## src/rtl/dec_pkg.sv

```systemverilog
// Shared types, codes and constants of the debounced encoder counter.
`default_nettype none
package dec_pkg;

  // Request opcodes
  localparam logic [2:0] OP_EDGE  = 3'd0;
  localparam logic [2:0] OP_WRITE = 3'd1;
  localparam logic [2:0] OP_ADD   = 3'd2;
  localparam logic [2:0] OP_SUB   = 3'd3;
  localparam logic [2:0] OP_CLEAR = 3'd4;
  localparam logic [2:0] OP_STEP  = 3'd5;

  // Direction codes
  localparam logic [1:0] DIR_NONE = 2'd0;
  localparam logic [1:0] DIR_FWD  = 2'd1;
  localparam logic [1:0] DIR_REV  = 2'd2;

  // Multiplier step codes
  localparam logic [1:0] MSTEP_1   = 2'd0;
  localparam logic [1:0] MSTEP_10  = 2'd1;
  localparam logic [1:0] MSTEP_100 = 2'd2;

  // Configuration register indexes
  localparam int unsigned CFG_IDX_W = 2;
  localparam logic [CFG_IDX_W-1:0] REG_ROT_DEBOUNCE = 2'd0;
  localparam logic [CFG_IDX_W-1:0] REG_DIR_DEBOUNCE = 2'd1;

  localparam int unsigned DB_W = 24;
  localparam logic [DB_W-1:0] ROT_DEBOUNCE_RESET = 24'd2500;
  localparam logic [DB_W-1:0] DIR_DEBOUNCE_RESET = 24'd100000;

  typedef struct packed {
    logic [2:0]         opcode;
    logic [63:0]        edge_time_us;
    logic               b_level;
    logic signed [31:0] write_value;
    logic [15:0]        delta;
  } dec_req_t;

  typedef struct packed {
    logic signed [31:0] count;
    logic [1:0]         direction;
    logic [6:0]         multiplier;
    logic               edge_counted;
  } dec_rsp_t;

  function automatic logic [6:0] mult_value(input logic [1:0] step);
    logic [6:0] v;
    case (step)
      MSTEP_10:  v = 7'd10;
      MSTEP_100: v = 7'd100;
      default:   v = 7'd1;
    endcase
    return v;
  endfunction

endpackage
`default_nettype wire

```

## src/rtl/dec_update.sv

```systemverilog
// Next-state and result logic for one request of the encoder counter.
`default_nettype none
module dec_update #(
  parameter int unsigned COUNT_WIDTH = 32,
  parameter int unsigned TIME_WIDTH  = 64
) (
  input  dec_pkg::dec_req_t        req,
  input  logic [COUNT_WIDTH-1:0]   tick_count,
  input  logic [1:0]               last_dir,
  input  logic [TIME_WIDTH-1:0]    last_time,
  input  logic [1:0]               mult_step,
  input  logic [dec_pkg::DB_W-1:0] rot_db,
  input  logic [dec_pkg::DB_W-1:0] dir_db,
  output logic [COUNT_WIDTH-1:0]   tick_count_next,
  output logic [1:0]               last_dir_next,
  output logic [TIME_WIDTH-1:0]    last_time_next,
  output logic [1:0]               mult_step_next,
  output dec_pkg::dec_rsp_t        rsp
);
  import dec_pkg::*;

  logic [TIME_WIDTH-1:0] now_t;
  logic [TIME_WIDTH-1:0] elapsed;
  logic                  rot_ok;
  logic                  dir_ok;
  logic [1:0]            want_dir;
  logic                  counted;
  logic [63:0]           wv_ext;
  logic [63:0]           delta_ext;
  logic [63:0]           cnt_ext;

  assign now_t     = req.edge_time_us[TIME_WIDTH-1:0];
  assign elapsed   = now_t - last_time;
  assign rot_ok    = elapsed > TIME_WIDTH'(rot_db);
  assign want_dir  = req.b_level ? DIR_REV : DIR_FWD;
  assign dir_ok    = (last_dir == want_dir) || (elapsed > TIME_WIDTH'(dir_db));
  assign wv_ext    = {{32{req.write_value[31]}}, req.write_value};
  assign delta_ext = 64'(req.delta);

  always_comb begin
    tick_count_next = tick_count;
    last_dir_next   = last_dir;
    last_time_next  = last_time;
    mult_step_next  = mult_step;
    counted         = 1'b0;
    case (req.opcode)
      OP_EDGE: begin
        if (rot_ok) begin
          last_time_next = now_t;
          if (dir_ok) begin
            last_dir_next   = want_dir;
            counted         = 1'b1;
            tick_count_next = req.b_level ? tick_count - COUNT_WIDTH'(1'b1)
                                          : tick_count + COUNT_WIDTH'(1'b1);
          end
        end
      end
      OP_WRITE: tick_count_next = wv_ext[COUNT_WIDTH-1:0];
      OP_ADD:   tick_count_next = tick_count + delta_ext[COUNT_WIDTH-1:0];
      OP_SUB:   tick_count_next = tick_count - delta_ext[COUNT_WIDTH-1:0];
      OP_CLEAR: tick_count_next = '0;
      OP_STEP:  mult_step_next = (mult_step >= MSTEP_100) ? MSTEP_1 : mult_step + 2'd1;
      default: ;
    endcase
  end

  // Count leaves zero-extended from the counter width, then cut to 32 bits.
  assign cnt_ext = 64'(tick_count_next);

  always_comb begin
    rsp.count        = cnt_ext[31:0];
    rsp.direction    = last_dir_next;
    rsp.multiplier   = mult_value(mult_step_next);
    rsp.edge_counted = counted;
  end

endmodule
`default_nettype wire

```

## src/rtl/debounced_encoder_counter.sv

```systemverilog
// Top level of the debounced rotary encoder tick counter.
//
// Usage:
//   req channel (req_valid / req_stall / req) carries one request: an encoder
//   edge (timestamp and B level) or a count command (write, add, subtract,
//   clear, step multiplier). Every request yields exactly one response on
//   the rsp channel (rsp_valid / rsp_stall / rsp) with the count, last
//   direction, multiplier and an edge-counted flag after that request.
//   cfg channel (cfg_valid / cfg_ready / cfg_index / cfg_data) writes the
//   rotation and direction debounce registers; cfg_ready is always high.
//   Write them only while no request is in flight.
// Timing:
//   A request is registered in the request register on acceptance,
//   evaluated against the state, and its response registered in the
//   response register when the stage advances.
//   One request per cycle is sustained while rsp_stall is low; the state
//   update is a single subtract-and-compare plus a counter add between the
//   request register and the response register.
// Reset (rst, synchronous): count, direction, last-edge time and multiplier
//   clear; debounce registers return to 2500 us and 100000 us.
// Stall: while rsp_stall holds a response, the request register can still
//   take one more request; after that req_stall rises until the response
//   is taken.
`default_nettype none
module debounced_encoder_counter #(
  parameter int unsigned COUNT_WIDTH = 32,
  parameter int unsigned TIME_WIDTH  = 64
) (
  input  logic                              clk,
  input  logic                              rst,
  input  logic                              req_valid,
  output logic                              req_stall,
  input  dec_pkg::dec_req_t                 req,
  output logic                              rsp_valid,
  input  logic                              rsp_stall,
  output dec_pkg::dec_rsp_t                 rsp,
  input  logic                              cfg_valid,
  output logic                              cfg_ready,
  input  logic [dec_pkg::CFG_IDX_W-1:0]     cfg_index,
  input  logic [dec_pkg::DB_W-1:0]          cfg_data
);
  import dec_pkg::*;

  // Debounce settings
  logic [DB_W-1:0] rot_db;
  logic [DB_W-1:0] dir_db;

  // Block state
  logic [COUNT_WIDTH-1:0] tick_count;
  logic [1:0]             last_dir;
  logic [TIME_WIDTH-1:0]  last_time;
  logic [1:0]             mult_step;

  logic [COUNT_WIDTH-1:0] tick_count_next;
  logic [1:0]             last_dir_next;
  logic [TIME_WIDTH-1:0]  last_time_next;
  logic [1:0]             mult_step_next;

  // Request register
  dec_req_t stg_req;
  logic     stg_valid;

  dec_rsp_t rsp_next;
  logic     req_take;
  logic     advance;

  assign cfg_ready = 1'b1;

  // The stage moves into the response register when that is empty or
  // being drained this cycle.
  assign advance   = stg_valid && (!rsp_valid || !rsp_stall);
  assign req_stall = stg_valid && !advance;
  assign req_take  = req_valid && !req_stall;

  always_ff @(posedge clk) begin
    if (rst) begin
      rot_db <= ROT_DEBOUNCE_RESET;
      dir_db <= DIR_DEBOUNCE_RESET;
    end else if (cfg_valid && cfg_ready) begin
      if (cfg_index == REG_ROT_DEBOUNCE) begin
        rot_db <= cfg_data;
      end else if (cfg_index == REG_DIR_DEBOUNCE) begin
        dir_db <= cfg_data;
      end
    end
  end

  always_ff @(posedge clk) begin
    if (rst) begin
      stg_valid <= 1'b0;
    end else if (req_take) begin
      stg_valid <= 1'b1;
    end else if (advance) begin
      stg_valid <= 1'b0;
    end
  end

  always_ff @(posedge clk) begin
    if (req_take) begin
      stg_req <= req;
    end
  end

  dec_update #(
    .COUNT_WIDTH(COUNT_WIDTH),
    .TIME_WIDTH (TIME_WIDTH)
  ) u_update (
    .req            (stg_req),
    .tick_count     (tick_count),
    .last_dir       (last_dir),
    .last_time      (last_time),
    .mult_step      (mult_step),
    .rot_db         (rot_db),
    .dir_db         (dir_db),
    .tick_count_next(tick_count_next),
    .last_dir_next  (last_dir_next),
    .last_time_next (last_time_next),
    .mult_step_next (mult_step_next),
    .rsp            (rsp_next)
  );

  // State commits together with the response, so the next request in the
  // stage is evaluated against the committed state.
  always_ff @(posedge clk) begin
    if (rst) begin
      tick_count <= '0;
      last_dir   <= DIR_NONE;
      last_time  <= '0;
      mult_step  <= MSTEP_1;
    end else if (advance) begin
      tick_count <= tick_count_next;
      last_dir   <= last_dir_next;
      last_time  <= last_time_next;
      mult_step  <= mult_step_next;
    end
  end

  always_ff @(posedge clk) begin
    if (rst) begin
      rsp_valid <= 1'b0;
    end else if (advance) begin
      rsp_valid <= 1'b1;
    end else if (!rsp_stall) begin
      rsp_valid <= 1'b0;
    end
  end

  always_ff @(posedge clk) begin
    if (advance) begin
      rsp <= rsp_next;
    end
  end

  // Multiplier step never reaches the unused code.
  a_mult_step_range: assert property (@(posedge clk) disable iff (rst)
    mult_step != 2'd3)
    else $error("multiplier step out of range");

  // A counted edge always leaves a direction behind.
  a_counted_dir: assert property (@(posedge clk) disable iff (rst)
    (rsp_valid && rsp.edge_counted) |-> (rsp.direction != DIR_NONE))
    else $error("counted edge without direction");

  // Response direction matches the committed direction state.
  a_rsp_state: assert property (@(posedge clk) disable iff (rst)
    advance |=> (rsp.direction == last_dir))
    else $error("response direction out of step with state");

  // Request stall only while a request sits in the stage.
  a_stall_stage: assert property (@(posedge clk) disable iff (rst)
    req_stall |-> (stg_valid && rsp_valid))
    else $error("request stalled with free stage");

endmodule
`default_nettype wire

```

## config.mk

```make
export PLATFORM = sky130hd
export DESIGN_NAME = debounced_encoder_counter
export DESIGN_NICKNAME = d
export VERILOG_FILES = /design/src/rtl/dec_pkg.sv /design/src/rtl/dec_update.sv /design/src/rtl/debounced_encoder_counter.sv
export SDC_FILE = /design/constraint.sdc
export NUM_CORES = 1
export LEC_CHECK = 0
export BUFFER_PORTS_ARGS = -buffer_cell sky130_fd_sc_hd__buf_2
export CELL_PAD_IN_SITES_DETAIL_PLACEMENT = 0
export CELL_PAD_IN_SITES_GLOBAL_PLACEMENT = 1
export CORE_ASPECT_RATIO = 0.8
export CORE_MARGIN = 2
export CORE_UTILIZATION = 50
export CTS_CLUSTER_SIZE = 16
export DETAILED_ROUTE_END_ITERATION = 10
export PLACE_DENSITY = 0.89
export SYNTH_ARGS = -nofsm -noshare
export SYNTH_HDL_FRONTEND = slang
export SYNTH_SLANG_ARGS = --single-unit
```

## constraint.sdc

```tcl
create_clock -name clk -period 20.1 [get_ports clk]
set_input_delay 3.015 -clock clk [delete_from_list [all_inputs] [get_ports clk]]
set_output_delay 3.015 -clock clk [all_outputs]
set_load 0.05 [all_outputs]
```

==> load_flow_metrics.sql, run 1 <==
INSERT INTO impl_metrics (metric_group, metric, value, unit) VALUES
('run_status', 'run_status', 'finished clean', ''),
('cts', 'cts.repair_timing.setup_buffer_count', '0', ''),
('grt', 'first_global_vias', '18510', ''),
('power_and_ir_drop', 'netSwitchingFraction', '0.3187', ''),
('die', 'floorplan.initialDensity', '0.5034', ''),
('cts', 'maximum_clock_insertion_buffer_count', '3', ''),
('routing', 'drt-pass1-iter-count', '5', ''),
('grt', 'groute.layer.met1.usage', '0.4759', ''),
('critical_path', 'critical_path_peak_fanout', '3', ''),
('grt', 'global_route.usage.met2', '0.4235', ''),
('power_and_ir_drop', 'cellPowerDensity', '73.48', 'nW/um^2'),
('critical_path', 'slowest_stage', 'sky130_fd_sc_hd__buf_2', ''),
('critical_path', 'critPathBufInv', '2', ''),
('routing', 'via_per_inst', '6.277', ''),
('power_and_ir_drop', 'irDropWorstVdd', '64.00', 'uV'),
('sta', 'period_minus_slack', '6663', 'ps'),
('critical_path', 'reg2reg_depth', '19', ''),
('cells_and_area', 'flow.area_growth_from_synthesis', '10.76', '%'),
('cells_and_area', 'finish.net_count', '2975', ''),
('die', 'chip_height', '189.8', 'um'),
('placed_design', 'gpl.final_weighted_congestion', '0.9916', ''),
('cts', 'cts_num_sinks', '304', ''),
('cts', 'postCtsHoldBufs', '0', ''),
('critical_path', 'slowest_delay', '290', 'ps'),
('grt', 'grt_first_pass_wirelength', '106.8', 'mm'),
('synth', 'ys_seq_area_frac', '0.3534', ''),
('routing', 'totalWireLength', '70.19', 'mm'),
('cts', 'insertion_delay', '560', 'ps'),
('power_and_ir_drop', 'power.combinational.fraction', '0.233', ''),
('routing', 'drt-initial-drc-count', '2167', ''),
('sta', 'fin_worst_skew', '24.77', 'ps'),
('power_and_ir_drop', 'p_total', '1.757', 'mW'),
('routing', 'routed_wire_length_per_instance', '21.70', 'um'),
('grt', 'busiest_layer', 'met1', ''),
('die', 'num_io_pins', '192', ''),
('synth', 'async_reset_ff_frac', '0', ''),
('grt', 'gr-usage-met3', '0.05441', ''),
('cts', 'htree_levels', '2', ''),
('power_and_ir_drop', 'leakage', '9.170', 'nW'),
('synth', 'syn-instance-count', '2556', ''),
('critical_path', 'crit_cells', '3', ''),
('grt', 'grt_start_max_net_pins', '69', ''),
('die', 'floorplan_die_area', '44860', 'sq um'),
('placed_design', 'hpwl', '52.49', 'mm'),
('sta', 'post_route_hold_slack', '454.5', 'ps'),
('synth', 'most_used_flip_flop_cell_after_synthesis', 'sky130_fd_sc_hd__edfxtp_1', ''),
('critical_path', 'arrival', '3650', 'ps'),
('routing', 'antenna_left', '0', ''),
('synth', 'synth_edf_count', '154', ''),
('power_and_ir_drop', 'switching_power_total', '0.5600', 'mW'),
('critical_path', 'crit_chain', 'buf_2 -> and3_1 -> buf_2', ''),
('job', 'maxCapViolations', '0', ''),
('critical_path', 'worstPathRequired', '17090', 'ps'),
('sta', 'rsz0062_at_grt', 'false', ''),
('critical_path', 'ff2ff_setup_slack', '13680', 'ps'),
('power_and_ir_drop', 'p_seq_frac', '0.404', ''),
('placed_design', 'placement_setup_slack', '13430', 'ps'),
('grt', 'initial_antenna_violation_count', '0', ''),
('cts', 'cts_tree', 'built', ''),
('power_and_ir_drop', 'internal-power', '1.197', 'mW'),
('sta', 'finalMaxSlewViolations', '0', ''),
('cts', 'cts_resized', '0', ''),
('critical_path', 'path_delay_family', 'buffers and inverters', ''),
('worst_hold_path', 'worst_hold_path_type', 'flip-flop to flip-flop', ''),
('cts', 'tritoncts_buffer_count', '35', ''),
('cells_and_area', 'seq_area', '7627', 'sq um'),
('placed_design', 'port_buffers', '189', ''),
('cts', 'clk_transition_reported_paths', '60', 'ps'),
('routing', 'route.detailed.drc', '0', ''),
('sta', 'finalSetupViolations', '0', ''),
('critical_path', 'cpMostUsedCell', 'sky130_fd_sc_hd__buf_2', '');
-- layout make-up --
cell class,count,share of cell area
sequential,304,0.3190
timing repair buffer,211,0.04658
clock buffer,45,0.03904
tap,560,0.02931
inverter,174,0.02732
multi-input combinational,1923,0.5312
clock inverter,17,0.007484
-- power groups by stage --
stage                     Sequential [mW]  Combinational (mW)  Clock (mW)
after floorplan                     0.731               0.265           0
after global placement              0.721               0.392           0
after detailed placement            0.721               0.398           0
after CTS                           0.708               0.401       0.651
after global routing                0.711               0.445       0.671
final                               0.709               0.409       0.639
-- synth_stat cells, types with 12 or more instances --
cell                       instances  area share
sky130_fd_sc_hd__dfxtp_1         150        0.14
sky130_fd_sc_hd__xnor2_1          57       0.023
sky130_fd_sc_hd__o211ai_1         96       0.033
sky130_fd_sc_hd__nor3_1           48       0.011
sky130_fd_sc_hd__mux2_2           13      0.0068
sky130_fd_sc_hd__or3_1            28      0.0081
sky130_fd_sc_hd__a21o_1           59       0.021
sky130_fd_sc_hd__o21bai_1         17      0.0059
sky130_fd_sc_hd__ha_1            176        0.10
sky130_fd_sc_hd__nor4_1           13      0.0038
sky130_fd_sc_hd__or2_2            14      0.0041
sky130_fd_sc_hd__nand3_1          29      0.0067
sky130_fd_sc_hd__a211oi_1         19      0.0066
sky130_fd_sc_hd__nand2b_1         13      0.0038
sky130_fd_sc_hd__and2_1           12      0.0035
sky130_fd_sc_hd__inv_1           174       0.030
sky130_fd_sc_hd__xor2_1           36       0.015
sky130_fd_sc_hd__a21oi_1         295       0.068
sky130_fd_sc_hd__o21a_1           43       0.015
sky130_fd_sc_hd__and3_1           12      0.0035
sky130_fd_sc_hd__nor2_1          140       0.024
sky130_fd_sc_hd__nand2_1         255       0.044
sky130_fd_sc_hd__o21ai_1          23      0.0053
sky130_fd_sc_hd__nand4_1          50       0.014
sky130_fd_sc_hd__o21ai_0         176       0.041
sky130_fd_sc_hd__clkbuf_1        124       0.022
sky130_fd_sc_hd__edfxtp_1        154        0.21
sky130_fd_sc_hd__o31ai_1          23      0.0080
sky130_fd_sc_hd__a31oi_1          38       0.011
sky130_fd_sc_hd__nor2b_1          21      0.0061
sky130_fd_sc_hd__mux2i_1          20      0.0093
sky130_fd_sc_hd__buf_4            12      0.0042
-- worst min path at each step --
stage / start / endpoint / cells after the start
after global placement: dir_db[20] / dir_db[20] / 2
after detailed placement: rot_db[15] / rot_db[15] / 2
after global routing: dir_db[18] / dir_db[18] / 2
after CTS: rot_db[15] / rot_db[15] / 2
after floorplan: dir_db[11] / dir_db[11] / 2
final: rot_db[23] / rot_db[23] / 2
-- sequential cells by signal (all words and copies together), names as in the netlist --
name,count
stg_req,116
last_time,64
rsp,38
tick_count,32
dir_db,24
rot_db,24
last_dir,2
mult_step,2
rsp_valid,1
stg_valid,1
-- metal layers --
metal  up-vias  wire length, um  part of all wire
li1       9648                -                 -
met1      9686            33680              0.48
met2       881            28050              0.40
met3        84             7116              0.10
met4         0             1348             0.019
met5         -                0                 0
-- metrics by stage --
stage / cells / cell area [sq um]
floorplan: 2556 / 21580
global placement: 3172 / 22800
detailed placement: 3172 / 22800
CTS: 3234 / 23910
global route: 3234 / 23910
finish: 3234 / 23910
-- cells by family (layout without fill, tap and decap cells) --
family	Yosys count	after routing	synth area share
AOI/OAI and AO/OA	942	942	0.2780
xor gates and xnor gates	93	93	0.03774
adders and majority gates	179	179	0.1048
buffers and inverters	329	447	0.06063
DFF	304	304	0.3534
muxes	33	33	0.01606
other	2	2	0.0003479
and+or+nand+nor	674	674	0.1490
-- worst reg2reg max path, stage by stage (launching register included) --
cell,delay (ps)
sky130_fd_sc_hd__edfxtp_1,340
sky130_fd_sc_hd__buf_4,400
sky130_fd_sc_hd__inv_1,480
sky130_fd_sc_hd__nor2_1,390
sky130_fd_sc_hd__nand2_1,90
sky130_fd_sc_hd__buf_4,230
sky130_fd_sc_hd__o21ai_0,510
sky130_fd_sc_hd__inv_1,90
sky130_fd_sc_hd__ha_1,300
sky130_fd_sc_hd__nor2b_1,200
sky130_fd_sc_hd__o31ai_1,140
sky130_fd_sc_hd__a2111oi_0,880
sky130_fd_sc_hd__a211o_1,340
sky130_fd_sc_hd__nand3_1,170
sky130_fd_sc_hd__a311oi_1,340
sky130_fd_sc_hd__o21ai_0,230
sky130_fd_sc_hd__a311oi_1,470
sky130_fd_sc_hd__nor2_1,180
sky130_fd_sc_hd__o21a_1,200
sky130_fd_sc_hd__o22a_1,190
Note: power is estimated with default switching activity, not from simulation.
==> run 2, diff against run 1 <==
Settings changed: CORE_UTILIZATION 50 to 46, PLACE_DENSITY 0.89 to 0.83.
Clock period 20.1 ns to 7 ns, I/O delays scaled along.
==> run 2 against run 1 <==
- register-to-register slack worse by 13000 ps
- sequential power grew to 2.9 times the previous value
- sequential cell count stayed put
- clock skew is 4.1 ps lower
- wire length is 0.56% lower
- non-clock buffer count is 5 higher
- final area is 0.81% higher
- critical path type is now flip-flop to flip-flop
- total power grew to 2.9 times the previous value
- highest routed layer is now met5
- clock power grew to 3.0 times the previous value
- worst setup slack worse by 12000 ps
- count of clock-buffer cells in the layout is 2 higher
==> load_flow_metrics.sql, run 2 (synthesis results as in run 1) <==
INSERT INTO impl_metrics (metric_group, metric, value, unit) VALUES
('critical_path', 'regToRegEndpoint', 'rsp[40]', ''),
('die', 'number_of_core_rows', '70', ''),
('routing', 'via_per_inst', '6.169', ''),
('cts', 'cts.repair_timing.setup_buffer_count', '0', ''),
('grt', 'grt_first_pass_wirelength', '107.8', 'mm'),
('sta', 'finalMaxSlewViolations', '0', ''),
('cts', 'insertion_delay', '550', 'ps'),
('routing', 'totalWireLength', '69.80', 'mm'),
('critical_path', 'worstPathRequired', '7370', 'ps'),
('cts', 'cts_num_sinks', '304', ''),
('grt', 'grt_start_max_net_pins', '82', ''),
('sta', 'period_minus_slack', '5955', 'ps'),
('critical_path', 'crit_chain', 'inv_1 -> ha_1 -> inv_1 -> fa_1 -> a21o_1 -> a311o_1 -> and2_1 -> a21oi_1 -> xnor2_1 -> ha_1 -> a21o_1 -> a21oi_1 -> nor2b_1 -> o21a_1 -> o311ai_0 -> a21oi_1 -> nand3b_1 -> a21boi_0 -> and4_1 -> buf_4 -> mux2_2 -> nor4b_1', ''),
('critical_path', 'crit_type', 'flip-flop to flip-flop', ''),
('routing', 'antenna_left', '0', ''),
('routing', 'drt-pass1-iter-count', '6', ''),
('die', 'chip_height', '197.7', 'um'),
('sta', 'worst_pin_slew', '1159', 'ps'),
('routing', 'drt-initial-drc-count', '2288', ''),
('sta', 'fin_worst_skew', '20.68', 'ps'),
('cells_and_area', 'mostFrequentLayoutCells', 'sky130_fd_sc_hd__a21oi_1, sky130_fd_sc_hd__nand2_1, sky130_fd_sc_hd__buf_2, sky130_fd_sc_hd__o21ai_0, sky130_fd_sc_hd__ha_1', ''),
('sta', 'rsz0062_at_grt', 'false', ''),
('sta', 'final-hold-violation-count', '0', ''),
('critical_path', 'cp-start-kind', 'flip-flop', ''),
('cts', 'tritoncts_buffer_count', '35', ''),
('power_and_ir_drop', 'leakage', '9.253', 'nW'),
('cts', 'htree_levels', '2', ''),
('cells_and_area', 'registers.top_by_ff_count', 'stg_req', ''),
('cells_and_area', 'number_of_antenna_cells_inserted', '0', ''),
('job', 'maxCapViolations', '0', ''),
('routing', 'routed_wire_length_per_instance', '21.20', 'um'),
('die', 'num_io_pins', '192', ''),
('die', 'dieWidth', '246.2', 'um'),
('die', 'floorplan.initialDensity', '0.4694', ''),
('cts', 'cts_tree', 'built', ''),
('cts', 'maximum_clock_insertion_buffer_count', '3', ''),
('cts', 'cts.root.buffer_cell', 'sky130_fd_sc_hd__clkbuf_16', ''),
('die', 'core-area', '45980', 'sq um'),
('placed_design', 'port_buffers', '189', ''),
('cells_and_area', 'biggestRegsByFlops', 'stg_req x116, last_time x64, rsp x38', ''),
('cells_and_area', 'finish.net_count', '2980', ''),
('cts', 'postCtsHoldBufs', '0', ''),
('cells_and_area', 'largest_register_ffs', '116', ''),
('worst_hold_path', 'worst_hold_path_type', 'flip-flop to flip-flop', ''),
('placed_design', 'gpl.final_weighted_congestion', '0.9531', ''),
('placed_design', 'hpwl', '52.54', 'mm'),
('critical_path', 'critical_path.endpoint_type', 'flip-flop', ''),
('run_status', 'run_status', 'finished clean', ''),
('grt', 'aggregate_global_routing_overflow', '0', ''),
('critical_path', 'slowest_stage', 'sky130_fd_sc_hd__o311ai_0', ''),
('sta', 'finalSetupViolations', '0', ''),
('die', 'floorplan_die_area', '48680', 'sq um'),
('sta', 'max-slew-margin-rel', '0.2276', ''),
('cells_and_area', 'fill_cells', '4306', ''),
('critical_path', 'reg2reg_depth', '22', ''),
('sta', 'layout_worst_path_cycle_share', '0.8506', ''),
('routing', 'route.detailed.drc', '0', ''),
('worst_hold_path', 'whs_path_depth', '2', ''),
('cells_and_area', 'drive_gt1_frac', '0.1216', ''),
('grt', 'grt.total_usage', '0.2822', ''),
('cts', 'cts_resized', '0', ''),
('grt', 'first_global_vias', '18630', ''),
('worst_hold_path', 'hp-start', 'rot_db[10]', ''),
('critical_path', 'worst_r2r_startpoint', 'stg_req[49]', ''),
('routing', 'detailroute.via_count', '20310', ''),
('critical_path', 'cpMostUsedCell', 'sky130_fd_sc_hd__a21oi_1', ''),
('power_and_ir_drop', 'irDropWorstVdd', '189.9', 'uV'),
('critical_path', 'arrival', '6320', 'ps'),
('critical_path', 'ff2ff_setup_slack', '1050', 'ps'),
('critical_path', 'slowest_delay', '530', 'ps'),
('cells_and_area', 'most_common_cell_after_layout_fill_and_taps_aside', 'sky130_fd_sc_hd__a21oi_1', ''),
('grt', 'initial_antenna_violation_count', '1', ''),
('sta', 'setup_tns', '0', 'ps'),
('sta', 'post_route_hold_slack', '456.1', 'ps'),
('power_and_ir_drop', 'cellPowerDensity', '213.2', 'nW/um^2'),
('sta', 'max_clk_rate', '167.9', 'MHz'),
('worst_hold_path', 'worst_hold_path.endpoint', 'rot_db[10]', ''),
('cells_and_area', 'flow.area_growth_from_synthesis', '11.66', '%'),
('critical_path', 'critical_path_peak_fanout', '29', ''),
('cts', 'clk_transition_reported_paths', '60', 'ps');
## run 2: cell types whose count changed in the layout (fill, tap and decap cells not counted), sizes merged
cell,before,now
inv,176,174
buf,211,216
clkinvlp,4,1
clkinv,8,12
clkbuf,45,47
## run 2: cell type report
class                      count  area [sq um]  share of cell area
inverter                     174         653.1             0.02710
tap                          612         765.7             0.03177
sequential                   304          7627              0.3165
multi-input combinational   1923         12700              0.5270
clock buffer                  47          1046             0.04340
clock inverter                16         156.4            0.006489
timing repair buffer         216          1151             0.04776
## run 2: worst max-delay path: cells and delay by family, from the launching register on
family	cells	cell delay (ps)
buf+inv	3	490
xor+xnor	1	230
fa+ha+maj	3	900
mux	1	390
flops	1	370
compound gates	9	2350
simple gates	5	1030
## run 2: worst max-delay path by stage
stage	startpoint	cells after the start	slack (ps)	end
floorplan	rsp_stall	2	2040	stg_req[0]
global placement	stg_req[49]	22	1090	rsp[40]
detailed placement	stg_req[49]	22	1140	rsp[40]
CTS	stg_req[49]	22	1120	rsp[40]
global route	stg_req[53]	19	700	rsp[40]
finish	stg_req[49]	22	1050	rsp[40]
## run 2: through the flow
stage | worst slack [ps] | utilization | cell area, sq um | std cells | total power, mW
3_5_place_dp | 1141 | 0.4980 | 22900 | 3229 | 3.218
6_report | 1045 | 0.5241 | 24100 | 3292 | 5.139
2_1_floorplan | 2038 | - | 21590 | 2556 | 2.857
4_1_cts | 1121 | 0.5241 | 24100 | 3292 | 5.161
5_1_grt | 699.1 | 0.5241 | 24100 | 3292 | 5.371
3_3_place_gp | 1090 | 0.4980 | 22900 | 3229 | 3.195
## run 2: power by group
| group | switching [mW] | internal, mW |
|---|---|---|
| registers | 0.0746 | 1.97 |
| clock network | 0.770 | 1.16 |
| logic | 0.755 | 0.411 |
| total | 1.60 | 3.54 |
## run 2: layer usage
metal | GRT usage | wire, um
met5 | 0 | 9
met4 | 0.06891 | 1299
met3 | 0.05394 | 6727
met2 | 0.3866 | 27900
met1 | 0.4455 | 33860
